## src/rtl/horizontal_halfpel_filter_unit_defines.svh

```systemverilog
// Assertion macros of the horizontal half-pel filter, used by the result register hhf_out.
`ifndef HORIZONTAL_HALFPEL_FILTER_UNIT_DEFINES_SVH
`define HORIZONTAL_HALFPEL_FILTER_UNIT_DEFINES_SVH

`ifndef SYNTH
`define HHF_ASSERT_SAME(lbl, clk, rstn, ante, cons) \
  lbl: assert property (@(posedge clk) disable iff (!rstn) (ante) |-> (cons)) \
    else $error("assertion failed");
`define HHF_ASSERT_NEXT(lbl, clk, rstn, ante, cons) \
  lbl: assert property (@(posedge clk) disable iff (!rstn) (ante) |=> (cons)) \
    else $error("assertion failed");
`else
`define HHF_ASSERT_SAME(lbl, clk, rstn, ante, cons)
`define HHF_ASSERT_NEXT(lbl, clk, rstn, ante, cons)
`endif

`endif

```

## src/rtl/hhf_pkg.sv

```systemverilog
// Shared types and constants of the horizontal half-pel filter.
package hhf_pkg;

  localparam int unsigned MAX_WIDTH  = 4096;
  localparam int unsigned MIN_WIDTH  = 6;
  localparam int unsigned COL_W      = $clog2(MAX_WIDTH);
  localparam int unsigned RW_W       = COL_W + 1;
  localparam int unsigned PIX_W      = 8;
  localparam int unsigned TAPS       = 6;
  localparam int unsigned BURST      = 4;
  localparam int unsigned CNT_W      = $clog2(BURST + 1);
  localparam int unsigned IDX_W      = $clog2(BURST);

  typedef enum logic [0:0] {
    REG_FILTER_MODE = 1'b0,
    REG_ROW_WIDTH   = 1'b1
  } cfg_reg_e;

  typedef logic [PIX_W-1:0] pix_t;

  typedef struct packed {
    logic [TAPS-1:0][PIX_W-1:0] taps;
    logic                       has_main;
    logic                       six;
    logic                       last;
  } stage_t;

  typedef struct packed {
    logic [BURST-1:0][PIX_W-1:0] vals;
    logic [CNT_W-1:0]            cnt;
  } bundle_t;

endpackage

```

## src/rtl/hhf_front.sv

```systemverilog
// Configuration registers, pixel window, column counter and input stage register.
module hhf_front (
  input  logic                     clk_i,
  input  logic                     rst_ni,
  input  logic                     cfg_we_i,
  input  hhf_pkg::cfg_reg_e        cfg_addr_i,
  input  logic [hhf_pkg::RW_W-1:0] cfg_data_i,
  input  logic                     in_valid_i,
  output logic                     in_ready_o,
  input  hhf_pkg::pix_t            in_pixel_i,
  input  logic                     adv_ok_i,
  output logic                     stage_load_o,
  output hhf_pkg::stage_t          stage_o
);
  import hhf_pkg::*;

  logic                 mode_q;
  logic [RW_W-1:0]      width_q;
  logic [4:0][PIX_W-1:0] win_q;
  logic [COL_W-1:0]     col_q;
  logic                 st_valid_q;
  stage_t               st_q;
  stage_t               st_d;
  logic [RW_W-1:0]      w_c;
  logic [RW_W-1:0]      col_x;
  logic                 accept;

  always_comb begin
    if (width_q < RW_W'(MIN_WIDTH)) begin
      w_c = RW_W'(MIN_WIDTH);
    end else if (width_q > RW_W'(MAX_WIDTH)) begin
      w_c = RW_W'(MAX_WIDTH);
    end else begin
      w_c = width_q;
    end
  end

  assign col_x        = {1'b0, col_q};
  assign stage_load_o = st_valid_q && adv_ok_i;
  assign in_ready_o   = !st_valid_q || adv_ok_i;
  assign accept       = in_valid_i && in_ready_o;
  assign stage_o      = st_q;

  always_comb begin
    st_d.taps     = {in_pixel_i, win_q};
    st_d.last     = col_x >= (w_c - RW_W'(1));
    st_d.has_main = col_q >= COL_W'(3);
    st_d.six      = mode_q && (col_q >= COL_W'(5)) && ((col_x + RW_W'(2)) <= w_c);
  end

  always_ff @(posedge clk_i or negedge rst_ni) begin
    if (!rst_ni) begin
      mode_q     <= 1'b1;
      width_q    <= RW_W'(64);
      win_q      <= '0;
      col_q      <= '0;
      st_valid_q <= 1'b0;
    end else begin
      if (cfg_we_i) begin
        unique case (cfg_addr_i)
          REG_FILTER_MODE: mode_q  <= cfg_data_i[0];
          REG_ROW_WIDTH:   width_q <= cfg_data_i;
        endcase
      end
      if (accept) begin
        win_q      <= {in_pixel_i, win_q[4:1]};
        col_q      <= st_d.last ? '0 : col_q + COL_W'(1);
        st_valid_q <= 1'b1;
      end else if (stage_load_o) begin
        st_valid_q <= 1'b0;
      end
    end
  end

  always_ff @(posedge clk_i) begin
    if (accept) begin
      st_q <= st_d;
    end
  end

endmodule

```

## src/rtl/hhf_filter.sv

```systemverilog
// Six-tap and bilinear filter datapath that turns one stage entry into a result bundle.
module hhf_filter (
  input  hhf_pkg::stage_t  stage_i,
  output hhf_pkg::bundle_t bundle_o
);
  import hhf_pkg::*;

  function automatic pix_t avg2(input pix_t a, input pix_t b);
    logic [PIX_W:0] s;
    s = (PIX_W+1)'(a) + (PIX_W+1)'(b) + (PIX_W+1)'(1);
    return s[PIX_W:1];
  endfunction

  function automatic pix_t six_tap(input logic [TAPS-1:0][PIX_W-1:0] p);
    logic [14:0]        u;
    logic signed [14:0] v;
    logic signed [9:0]  q;
    pix_t               r;
    u = 15'(p[0]) + 15'(p[5]) + 15'(20) * (15'(p[2]) + 15'(p[3]))
      - 15'(5) * (15'(p[1]) + 15'(p[4])) + 15'(16);
    v = $signed(u);
    q = 10'(v >>> 5);
    if (q[9]) begin
      r = '0;
    end else if (q[8]) begin
      r = '1;
    end else begin
      r = q[7:0];
    end
    return r;
  endfunction

  pix_t main_pix;

  assign main_pix = stage_i.six ? six_tap(stage_i.taps) : avg2(stage_i.taps[2], stage_i.taps[3]);

  always_comb begin
    bundle_o.vals[0] = main_pix;
    bundle_o.vals[1] = avg2(stage_i.taps[3], stage_i.taps[4]);
    bundle_o.vals[2] = avg2(stage_i.taps[4], stage_i.taps[5]);
    bundle_o.vals[3] = stage_i.taps[5];
    priority if (stage_i.last) begin
      bundle_o.cnt = CNT_W'(BURST);
    end else if (stage_i.has_main) begin
      bundle_o.cnt = CNT_W'(1);
    end else begin
      bundle_o.cnt = '0;
    end
  end

endmodule

```

## src/rtl/hhf_out.sv

```systemverilog
// Result register that holds one bundle and hands its pixels out one per transaction.
module hhf_out (
  input  logic                      clk_i,
  input  logic                      rst_ni,
  input  logic                      load_i,
  input  hhf_pkg::bundle_t          bundle_i,
  output logic                      can_load_o,
  output logic                      m_axis_tvalid,
  input  logic                      m_axis_tready,
  output logic [7:0]                m_axis_tdata,
  output logic                      m_axis_tlast,
  output logic                      m_axis_tuser
);
  import hhf_pkg::*;
  `include "horizontal_halfpel_filter_unit_defines.svh"

  logic [BURST-1:0][PIX_W-1:0] vals_q;
  logic [CNT_W-1:0]            rem_q;
  logic [IDX_W-1:0]            idx_q;
  logic                        take;

  assign m_axis_tvalid = rem_q != '0;
  assign take          = m_axis_tvalid && m_axis_tready;
  assign can_load_o    = (rem_q == '0) || ((rem_q == CNT_W'(1)) && m_axis_tready);
  assign m_axis_tdata  = vals_q[idx_q];
  assign m_axis_tlast  = idx_q == IDX_W'(BURST - 1);
  assign m_axis_tuser  = rem_q == CNT_W'(1);

  always_ff @(posedge clk_i or negedge rst_ni) begin
    if (!rst_ni) begin
      rem_q <= '0;
      idx_q <= '0;
    end else if (load_i) begin
      rem_q <= bundle_i.cnt;
      idx_q <= '0;
    end else if (take) begin
      rem_q <= rem_q - CNT_W'(1);
      idx_q <= idx_q + IDX_W'(1);
    end
  end

  always_ff @(posedge clk_i) begin
    if (load_i) begin
      vals_q <= bundle_i.vals;
    end
  end

  `HHF_ASSERT_SAME(a_eor_ends_run, clk_i, rst_ni, m_axis_tvalid && m_axis_tlast, m_axis_tuser)
  `HHF_ASSERT_SAME(a_count_fits, clk_i, rst_ni, m_axis_tvalid, ({1'b0, idx_q} + rem_q) <= (CNT_W+1)'(BURST))
  `HHF_ASSERT_NEXT(a_load_starts_at_zero, clk_i, rst_ni, load_i, idx_q == '0)

endmodule

```

## src/rtl/horizontal_halfpel_filter_unit.sv

```systemverilog
// Horizontal half-pel interpolation filter, top level.
// Accepts one 8-bit pixel per clock unless the output stalls, and emits the half-pel row
// through a one-bundle result register. A pixel is registered in the input stage, filtered
// combinationally from that stage and loaded into the result register, which hands out its results.
// Inside a row each pixel causes at most one result and the block sustains one pixel per
// clock while m_axis_tready is high; the last pixel of a row causes four results, drained
// one per transfer, so the input pauses while they drain. Results lag the input by three pixels.
module horizontal_halfpel_filter_unit (
  input  logic                     clk_i,
  input  logic                     rst_ni,
  input  logic                     cfg_we_i,
  input  hhf_pkg::cfg_reg_e        cfg_addr_i,
  input  logic [hhf_pkg::RW_W-1:0] cfg_data_i,
  input  logic                     s_axis_tvalid,
  output logic                     s_axis_tready,
  input  logic [7:0]               s_axis_tdata,   // [7:0] pixel
  output logic                     m_axis_tvalid,
  input  logic                     m_axis_tready,
  output logic [7:0]               m_axis_tdata,   // [7:0] out_pixel
  output logic                     m_axis_tlast,   // end_of_row
  output logic                     m_axis_tuser    // [0] run_last
);
  import hhf_pkg::*;

  stage_t  stage;
  bundle_t bundle;
  logic    can_load;
  logic    stage_load;

  hhf_front u_front (
    .clk_i        (clk_i),
    .rst_ni       (rst_ni),
    .cfg_we_i     (cfg_we_i),
    .cfg_addr_i   (cfg_addr_i),
    .cfg_data_i   (cfg_data_i),
    .in_valid_i   (s_axis_tvalid),
    .in_ready_o   (s_axis_tready),
    .in_pixel_i   (s_axis_tdata),
    .adv_ok_i     (can_load),
    .stage_load_o (stage_load),
    .stage_o      (stage)
  );

  hhf_filter u_filter (
    .stage_i  (stage),
    .bundle_o (bundle)
  );

  hhf_out u_out (
    .clk_i         (clk_i),
    .rst_ni        (rst_ni),
    .load_i        (stage_load),
    .bundle_i      (bundle),
    .can_load_o    (can_load),
    .m_axis_tvalid (m_axis_tvalid),
    .m_axis_tready (m_axis_tready),
    .m_axis_tdata  (m_axis_tdata),
    .m_axis_tlast  (m_axis_tlast),
    .m_axis_tuser  (m_axis_tuser)
  );

endmodule
```

## config.mk

```make
export PLATFORM = sky130hd
export DESIGN_NAME = horizontal_halfpel_filter_unit
export DESIGN_NICKNAME = d
export VERILOG_FILES = /design/src/rtl/hhf_pkg.sv /design/src/rtl/hhf_front.sv /design/src/rtl/hhf_filter.sv /design/src/rtl/hhf_out.sv /design/src/rtl/horizontal_halfpel_filter_unit.sv
export VERILOG_INCLUDE_DIRS = /design/src /design/src/rtl
export SDC_FILE = /design/constraint.sdc
export NUM_CORES = 1
export LEC_CHECK = 0
export CORE_MARGIN = 1.5
export CORE_UTILIZATION = 70
export CTS_CLUSTER_DIAMETER = 60
export DETAILED_ROUTE_END_ITERATION = 10
export DONT_BUFFER_PORTS = 1
export GPL_TIMING_DRIVEN = 0
export PLACE_DENSITY = 0.86
export SYNTH_ARGS = -nofsm -noshare
export SYNTH_HDL_FRONTEND = slang
export SYNTH_SLANG_ARGS = --single-unit
```

## constraint.sdc

```tcl
create_clock -name clk_i -period 15.5 [get_ports clk_i]
set_clock_uncertainty 0.1 [all_clocks]
set_input_delay 2.325 -clock clk_i [delete_from_list [all_inputs] [get_ports clk_i]]
set_output_delay 2.325 -clock clk_i [all_outputs]
set_load 0.01 [all_outputs]
```

==> results of run 1 <==
worst reg2reg max path, stage by stage, from the launching register on:
cell and delay (ns):
edfxtp_1 0.44, ha_1 0.22, inv_1 0.06, fa_1 0.40, nor2b_1 0.12, o21ai_0 0.10
nand2b_1 0.19, xnor2_1 0.22, ha_1 0.33, fa_1 0.48, xor2_1 0.18, ha_1 0.28
inv_1 0.04, fa_1 0.47, fa_1 0.54, inv_1 0.04, ha_1 0.34, and4_1 0.20
o211ai_1 0.18, a21oi_1 0.19, or3_1 0.41, a311o_1 0.40, xnor2_2 0.23, a221oi_1 0.48
worst min path at each step:
stage	to	cells after the start
3_3_place_gp	u_front.stage_o[4]$_DFFE_PP_	0
5_1_grt	u_front.stage_o[8]$_DFFE_PP_	0
6_report	u_front.stage_o[4]$_DFFE_PP_	0
3_5_place_dp	u_front.stage_o[4]$_DFFE_PP_	0
4_1_cts	u_front.stage_o[4]$_DFFE_PP_	0
2_1_floorplan	u_front.stage_o[10]$_DFFE_PP_	0
flip-flops by register name, summed over array words and instances (netlist names):
register            cells
u_front.col_q          12
u_front.width_q        13
u_front.mode_q          1
u_front.st_d           40
u_front.stage_o        51
u_front.st_valid_q      1
u_out.idx_q             2
u_out.rem_q             3
u_out.vals_q           32
placed cells by master, fill, tap and decap left out, types with 5 or more instances in the layout:
cell and n:
xnor2_1 38, nor3_1 9, mux2_2 14, o21bai_1 11, o22ai_1 8, and3_1 5
dfrtp_1 70, edfxtp_1 83, or3_1 6, fa_1 21, inv_1 69, o21a_1 9
nand3_1 15, nand4_1 7, mux4_2 8, o211ai_1 5, clkbuf_1 20, xor2_1 24
ha_1 120, nor2_1 38, o21ai_0 33, a21o_1 16, a21oi_1 56, clkbuf_16 18
nor2b_1 13, nand2b_1 9, nand2_1 175, buf_1 5
layer usage:
| metal | routed length, µm | global-route usage [%] | share of wire, % |
|---|---|---|---|
| met1 | 9260 | 42.3 | 42 |
| met2 | 10500 | 50.9 | 47 |
| met3 | 1410 | 4.97 | 6.4 |
| met4 | 948 | 14.9 | 4.3 |
| met5 | 0 | 0 | 0 |
layout make-up:
cell class	count	area, µm²	share of cell area (%)
flip-flops and latches	155	4300	39.5
clock inverters	13	150	1.38
clock buffers	18	450	4.14
inverters	71	267	2.45
repair buffers	2	40.0	0.368
multi-input cells	706	5340	49.1
well taps	180	225	2.07
plain buffers	27	104	0.955
logic make-up after synthesis:
kind of cell | count (synthesis) | share of synthesized area [%]
multiplexers | 24 | 3.57
AO/OA/AOI/OAI | 177 | 11.5
flip-flops | 155 | 42.9
XOR/XNOR | 63 | 5.59
adder cells (fa/ha/maj) | 141 | 19.2
AND/OR/NAND/NOR | 301 | 13.5
buffers and inverters | 98 | 3.69
cells in the mapped netlist (4+ instances only):
cell | n | share of area, %
dfrtp_1 | 70 | 18
a21boi_0 | 4 | 0.30
nand4_1 | 7 | 0.44
o31ai_1 | 4 | 0.30
xor2_1 | 24 | 2.1
buf_1 | 5 | 0.19
o21a_1 | 9 | 0.67
nand2b_1 | 9 | 0.56
nand3_1 | 15 | 0.75
a21oi_1 | 56 | 2.8
nor4_1 | 4 | 0.25
nor2b_1 | 13 | 0.81
or3_1 | 6 | 0.38
nor3_1 | 9 | 0.45
mux4_2 | 8 | 1.8
a21o_1 | 16 | 1.2
and3_1 | 5 | 0.31
nand3b_1 | 4 | 0.30
mux2_2 | 14 | 1.6
fa_1 | 21 | 4.2
xnor2_1 | 38 | 3.3
a221oi_1 | 4 | 0.35
o21ai_0 | 33 | 1.7
edfxtp_1 | 83 | 25
or2_2 | 4 | 0.25
nor2_1 | 38 | 1.4
o22ai_1 | 8 | 0.50
ha_1 | 120 | 15
o211ai_1 | 5 | 0.38
clkbuf_1 | 21 | 0.79
o21bai_1 | 11 | 0.83
inv_1 | 70 | 2.6
nand2_1 | 175 | 6.6
through the flow:
step | area [µm²] | utilization, %
after detailed placement | 10300 | 73.6
after floorplan | 10000 | -
after CTS | 10900 | 77.9
final | 10900 | 78.1
after global placement | 10200 | 73.4
after global routing | 10900 | 78.1
==> run summary, run 1 <==
Horiz. Die Dim: 123 µm
type of destination of the critical path: flop
post-route ant nets: 0
Diodes inserted: 0
Critical R2R Launch: u_front.stage_o[27]$_DFFE_PP_
clock-pin slew of the registers on the worst-case setup and hold paths: 0.07 ns
Worst Setup Slack post-DPL: 8.77 ns
Inserted Clock Buffers: 17
initial core utilization: 71.8%
internal reg-to-reg setup slack: 8.64 ns
ratio of cells with drive above 1 in the final layout: 7.36%
count of max-cap constraint violations: 0
Via Count: 7,269
warning count from the yosys run: 0
DRT iter0 DRCs: 646
headroom to the max-slew limit: 44.0%
min-delay worst type: flop to flop
floorplan die area: 15,000 µm²
HPWL after detailed placement: 16,100 µm
part of the Yosys area used for sequential elements: 42.9%
CP Depth: 23
worst reg2reg path depth: 23
wire per inst: 18.8 µm
number of antenna violations at the first check in global routing: 0
Primary FF master, synth: edfxtp_1
number of setup violations in the final report: 0
worst reg2reg endpoint: u_out.vals_q[1]$_DFFE_PP_
Clock Tree Root: clkbuf_16
number of enable-type register cells in the synthesized netlist: 83
maximum cell stage delay along the critical path: 0.54 ns
DP Cell Count: 1,140
critical path buffer and inverter count: 3
kind of critical path: flop to flop
kind of launch point of the worst setup path: flop
TritonCTS sink count: 155
residual overflow from global routing: 0
clk_lat worst skew: 0.43 ns
Post-Synthesis Mean Instance Area: 10.4 µm²
number of synthesized register bits: 155
vias in the first global route: 7,018
buffers inserted by post-CTS timing repair: 0
# DRC: 0
number of standard cells in the layout, taps in and fillers out: 1,172
achievable frequency: 0.146 GHz
result of the run: finished, final reports clean
endpoint of the most critical setup path: u_out.vals_q[1]$_DFFE_PP_
Syn-to-layout area delta: 8.66%
H-tree lvl count: 4
global-route total usage across every layer: 31.6%
final-layout worst hold slack: 0.349 ns
die extent in y: 123 µm
detailed-route wire length: 22,100 µm
global placement routability congestion: 0.926
crit path max-delay cell type: fa_1
Max Transition Viols Final: 0
launching element of the worst setup path: u_front.stage_o[27]$_DFFE_PP_
required time of the critical path: 15.60 ns
count of endpoints failing hold in the final timing report: 0
family with the most delay on the worst path: adder cells
Post-Syn Area: 10,000 µm²
Hold Path Origin: u_front.st_d[4]$_DFFE_PN0P_
setup TNS: 0 ns
worst endpoint data arrival time: 6.96 ns
final clock period utilization by the worst path: 44.2%
worst-path fanout max: 8
average vias per placed instance: 6.20
pin count of the biggest net entering global routing: 73
clock tree from TritonCTS: built
first-pass GRT wire length: 35,500 µm
unrepaired setup endpoints after global routing: no
Floorplan Core Area: 13,900 µm²
Synth async-reset ratio: 46.5%
number of resized instances in the post-cts repair step: 0
crit-path cells: ha_1 > inv_1 > fa_1 > nor2b_1 > o21ai_0 > nand2b_1 > xnor2_1 > ha_1 > fa_1 > xor2_1 > ha_1 > inv_1 > fa_1 > fa_1 > inv_1 > ha_1 > and4_1 > o211ai_1 > a21oi_1 > or3_1 > a311o_1 > xnor2_2 > a221oi_1
number of top-level pins: 39
CTS hold repair buffers: 0
Final min period: 6.86 ns
Slew @ Worst Pin: 0.839 ns
least setup slack across all paths after layout: 8.64 ns
maximum count of clock buffers along a single path: 2
input/output buffers: 0
number of distinct library cell variants in the gate-level netlist after synthesis: 65
# rows: 43
number of iterations in the first detailed-routing pass: 5
Fill cells: 842
nets: 1,148
Post-Synthesis Cells: 959
net count after synthesis: 1,127
Power of run 1 is not shown: default switching activity piles up to over one toggle a cycle in this logic, so the estimate is an artifact.
==> run 2, diff against run 1 <==
--- a/config.mk
+++ b/config.mk
@@ -7,12 +7,12 @@
 export NUM_CORES = 1
 export LEC_CHECK = 0
 export CORE_MARGIN = 1.5
-export CORE_UTILIZATION = 70
+export CORE_UTILIZATION = 65
 export CTS_CLUSTER_DIAMETER = 60
 export DETAILED_ROUTE_END_ITERATION = 10
 export DONT_BUFFER_PORTS = 1
 export GPL_TIMING_DRIVEN = 0
-export PLACE_DENSITY = 0.86
+export PLACE_DENSITY = 0.81
 export SYNTH_ARGS = -nofsm -noshare
 export SYNTH_HDL_FRONTEND = slang
 export SYNTH_SLANG_ARGS = --single-unit
==> constraint.sdc (replaced) <==
create_clock -name clk_i -period 6.8 [get_ports clk_i]
set_clock_uncertainty 0.1 [all_clocks]
set_input_delay 1.02 -clock clk_i [delete_from_list [all_inputs] [get_ports clk_i]]
set_output_delay 1.02 -clock clk_i [all_outputs]
set_load 0.01 [all_outputs]
==> run 2 against run 1 <==
Sequential share of layout area shrank 0.16 points. Cell area rose by 0.40%. Global-route usage fell by 4.5 points. Sequential cell count unchanged. Critical path depth stayed put. Via count decreased by 2.2%. Register-to-register slack worse by 8.3 ns. Non-clock buffer count rose by 1. Maximum frequency is 5.6% higher. Utilization is 6.0 points lower. Critical path type unchanged. Critical endpoint is now u_out.vals_q[3]$_DFFE_PP_. Largest cell class unchanged.
==> run summary, run 2 (synthesis results as in run 1) <==
Inserted Clock Buffers: 17
Via Count: 7,111
Clock Tree Root: clkbuf_16
setup TNS: 0 ns
TritonCTS sink count: 155
Horiz. Die Dim: 127 µm
kind of launch point of the worst setup path: flop
Storage cell area: 4300 µm²
Worst Setup Slack post-DPL: 0.0653 ns
residual overflow from global routing: 0
HPWL after detailed placement: 15,600 µm
achievable frequency: 0.154 GHz
required time of the critical path: 6.86 ns
type of destination of the critical path: flop
area taken by multi-input logic gates: 5390 µm²
worst-path fanout max: 8
initial core utilization: 66.1%
average vias per placed instance: 6.01
ratio of cells with drive above 1 in the final layout: 8.15%
min-delay worst type: input pin to async pin
maximum cell stage delay along the critical path: 0.55 ns
Max Transition Viols Final: 0
clock tree from TritonCTS: built
final clock period utilization by the worst path: 95.5%
leading cell type in the layout, fill and taps excluded: nand2_1
pin count of the biggest net entering global routing: 73
number of top-level pins: 39
worst endpoint data arrival time: 6.55 ns
Slew @ Worst Pin: 1.28 ns
H-tree lvl count: 4
wire per inst: 17.6 µm
# rows: 45
count of max-cap constraint violations: 0
number of antenna violations at the first check in global routing: 1
CTS hold repair buffers: 0
post-route ant nets: 0
count of endpoints failing hold in the final timing report: 0
Floorplan Core Area: 15,100 µm²
floorplan die area: 16,200 µm²
max reg flops: 51
detailed-route wire length: 20,800 µm
die extent in y: 127 µm
least setup slack across all paths after layout: 0.307 ns
headroom to the max-slew limit: 14.9%
# DRC: 0
nets: 1,149
kind of critical path: flop to flop
crit-path cells: ha_2 > inv_1 > fa_1 > nor2b_1 > o21ai_0 > nand2b_1 > xnor2_2 > ha_1 > fa_2 > xor2_1 > ha_1 > inv_1 > fa_1 > fa_1 > inv_1 > ha_1 > and4_1 > o211ai_1 > a21oi_2 > or3_1 > a311o_1 > xnor2_4 > o22ai_1
input/output buffers: 0
number of setup violations in the final report: 0
vias in the first global route: 6,965
final-layout worst hold slack: 0.178 ns
unrepaired setup endpoints after global routing: yes
crit path max-delay cell type: fa_1
result of the run: finished, final reports clean
Fill cells: 1,041
clk_lat worst skew: 0.43 ns
Final Core Density: 72.1%
number of iterations in the first detailed-routing pass: 7
Final min period: 6.49 ns
global-route total usage across every layer: 27.1%
maximum count of clock buffers along a single path: 2
clock-pin slew of the registers on the worst-case setup and hold paths: 0.06 ns
global placement routability congestion: 0.900
Syn-to-layout area delta: 9.10%
commonest non-fill, non-tap cells in the layout: 175 x nand2_1, 119 x ha_1, 83 x edfxtp_1
first-pass GRT wire length: 33,700 µm
DRT iter0 DRCs: 549
[run 2: worst paths after layout]
path	from	depth (start not counted)	slack, ns	to
setup / recovery	u_front.stage_o[27]$_DFFE_PP_	23	0.31	u_out.vals_q[3]$_DFFE_PP_
hold / removal	rst_ni	0	0.18	u_front.width_q[2]$_DFFE_PN0P_
setup reg to reg	u_front.stage_o[27]$_DFFE_PP_	23	0.31	u_out.vals_q[3]$_DFFE_PP_
hold reg to reg	u_front.st_d[5]$_DFFE_PN0P_	0	0.35	u_front.stage_o[5]$_DFFE_PP_
max in group asynchronous	rst_ni	0	6.24	u_front.mode_q$_DFFE_PN1P_
min in group clk_i	u_front.st_d[5]$_DFFE_PN0P_	0	0.35	u_front.stage_o[5]$_DFFE_PP_
[run 2: layout make-up]
| type | count | share of cell area, % |
|---|---|---|
| clock buffer | 22 | 4.55 |
| multi-input combinational | 706 | 49.4 |
| timing repair buffer | 3 | 0.321 |
| tap | 188 | 2.15 |
| clock inverter | 10 | 0.825 |
| sequential | 155 | 39.3 |
| inverter | 71 | 2.44 |
| antenna | 1 | 0.0229 |
| buffer | 27 | 0.951 |
[run 2: what timing repair did]
| action | 4_1_cts | 5_1_grt |
|---|---|---|
| buffers inserted | 0 | 2 |
| setup endpoints to repair | 0 | 8 |
| gates resized for setup | 0 | 10 |
[run 2: worst max-delay path, delay by kind of cell, from the launching register on]
| family | cells | cell delay, ns |
|---|---|---|
| flip-flops | 1 | 0.45 |
| AO/OA/AOI/OAI | 5 | 0.93 |
| XOR/XNOR | 3 | 0.62 |
| adder cells (fa/ha/maj) | 8 | 3.04 |
| AND/OR/NAND/NOR | 4 | 0.93 |
| buffers and inverters | 3 | 0.13 |
[run 2: through the flow]
stage          cell area, µm²  instances
2_1_floorplan           10000        959
3_3_place_gp            10200       1147
3_5_place_dp            10300       1148
4_1_cts                 10900       1180
5_1_grt                 10900       1182
6_report                10900       1183
[run 2: metal layers]
metal  track usage, %  vias up  wire length [µm]
met4             10.1        0               380
met2             45.6      190             10200
met5                0        -                 0
li1                 -     3423                 -
met3             4.82       30              1160
met1             35.6     3468              9060
Power of run 2 is left out for the same reason.
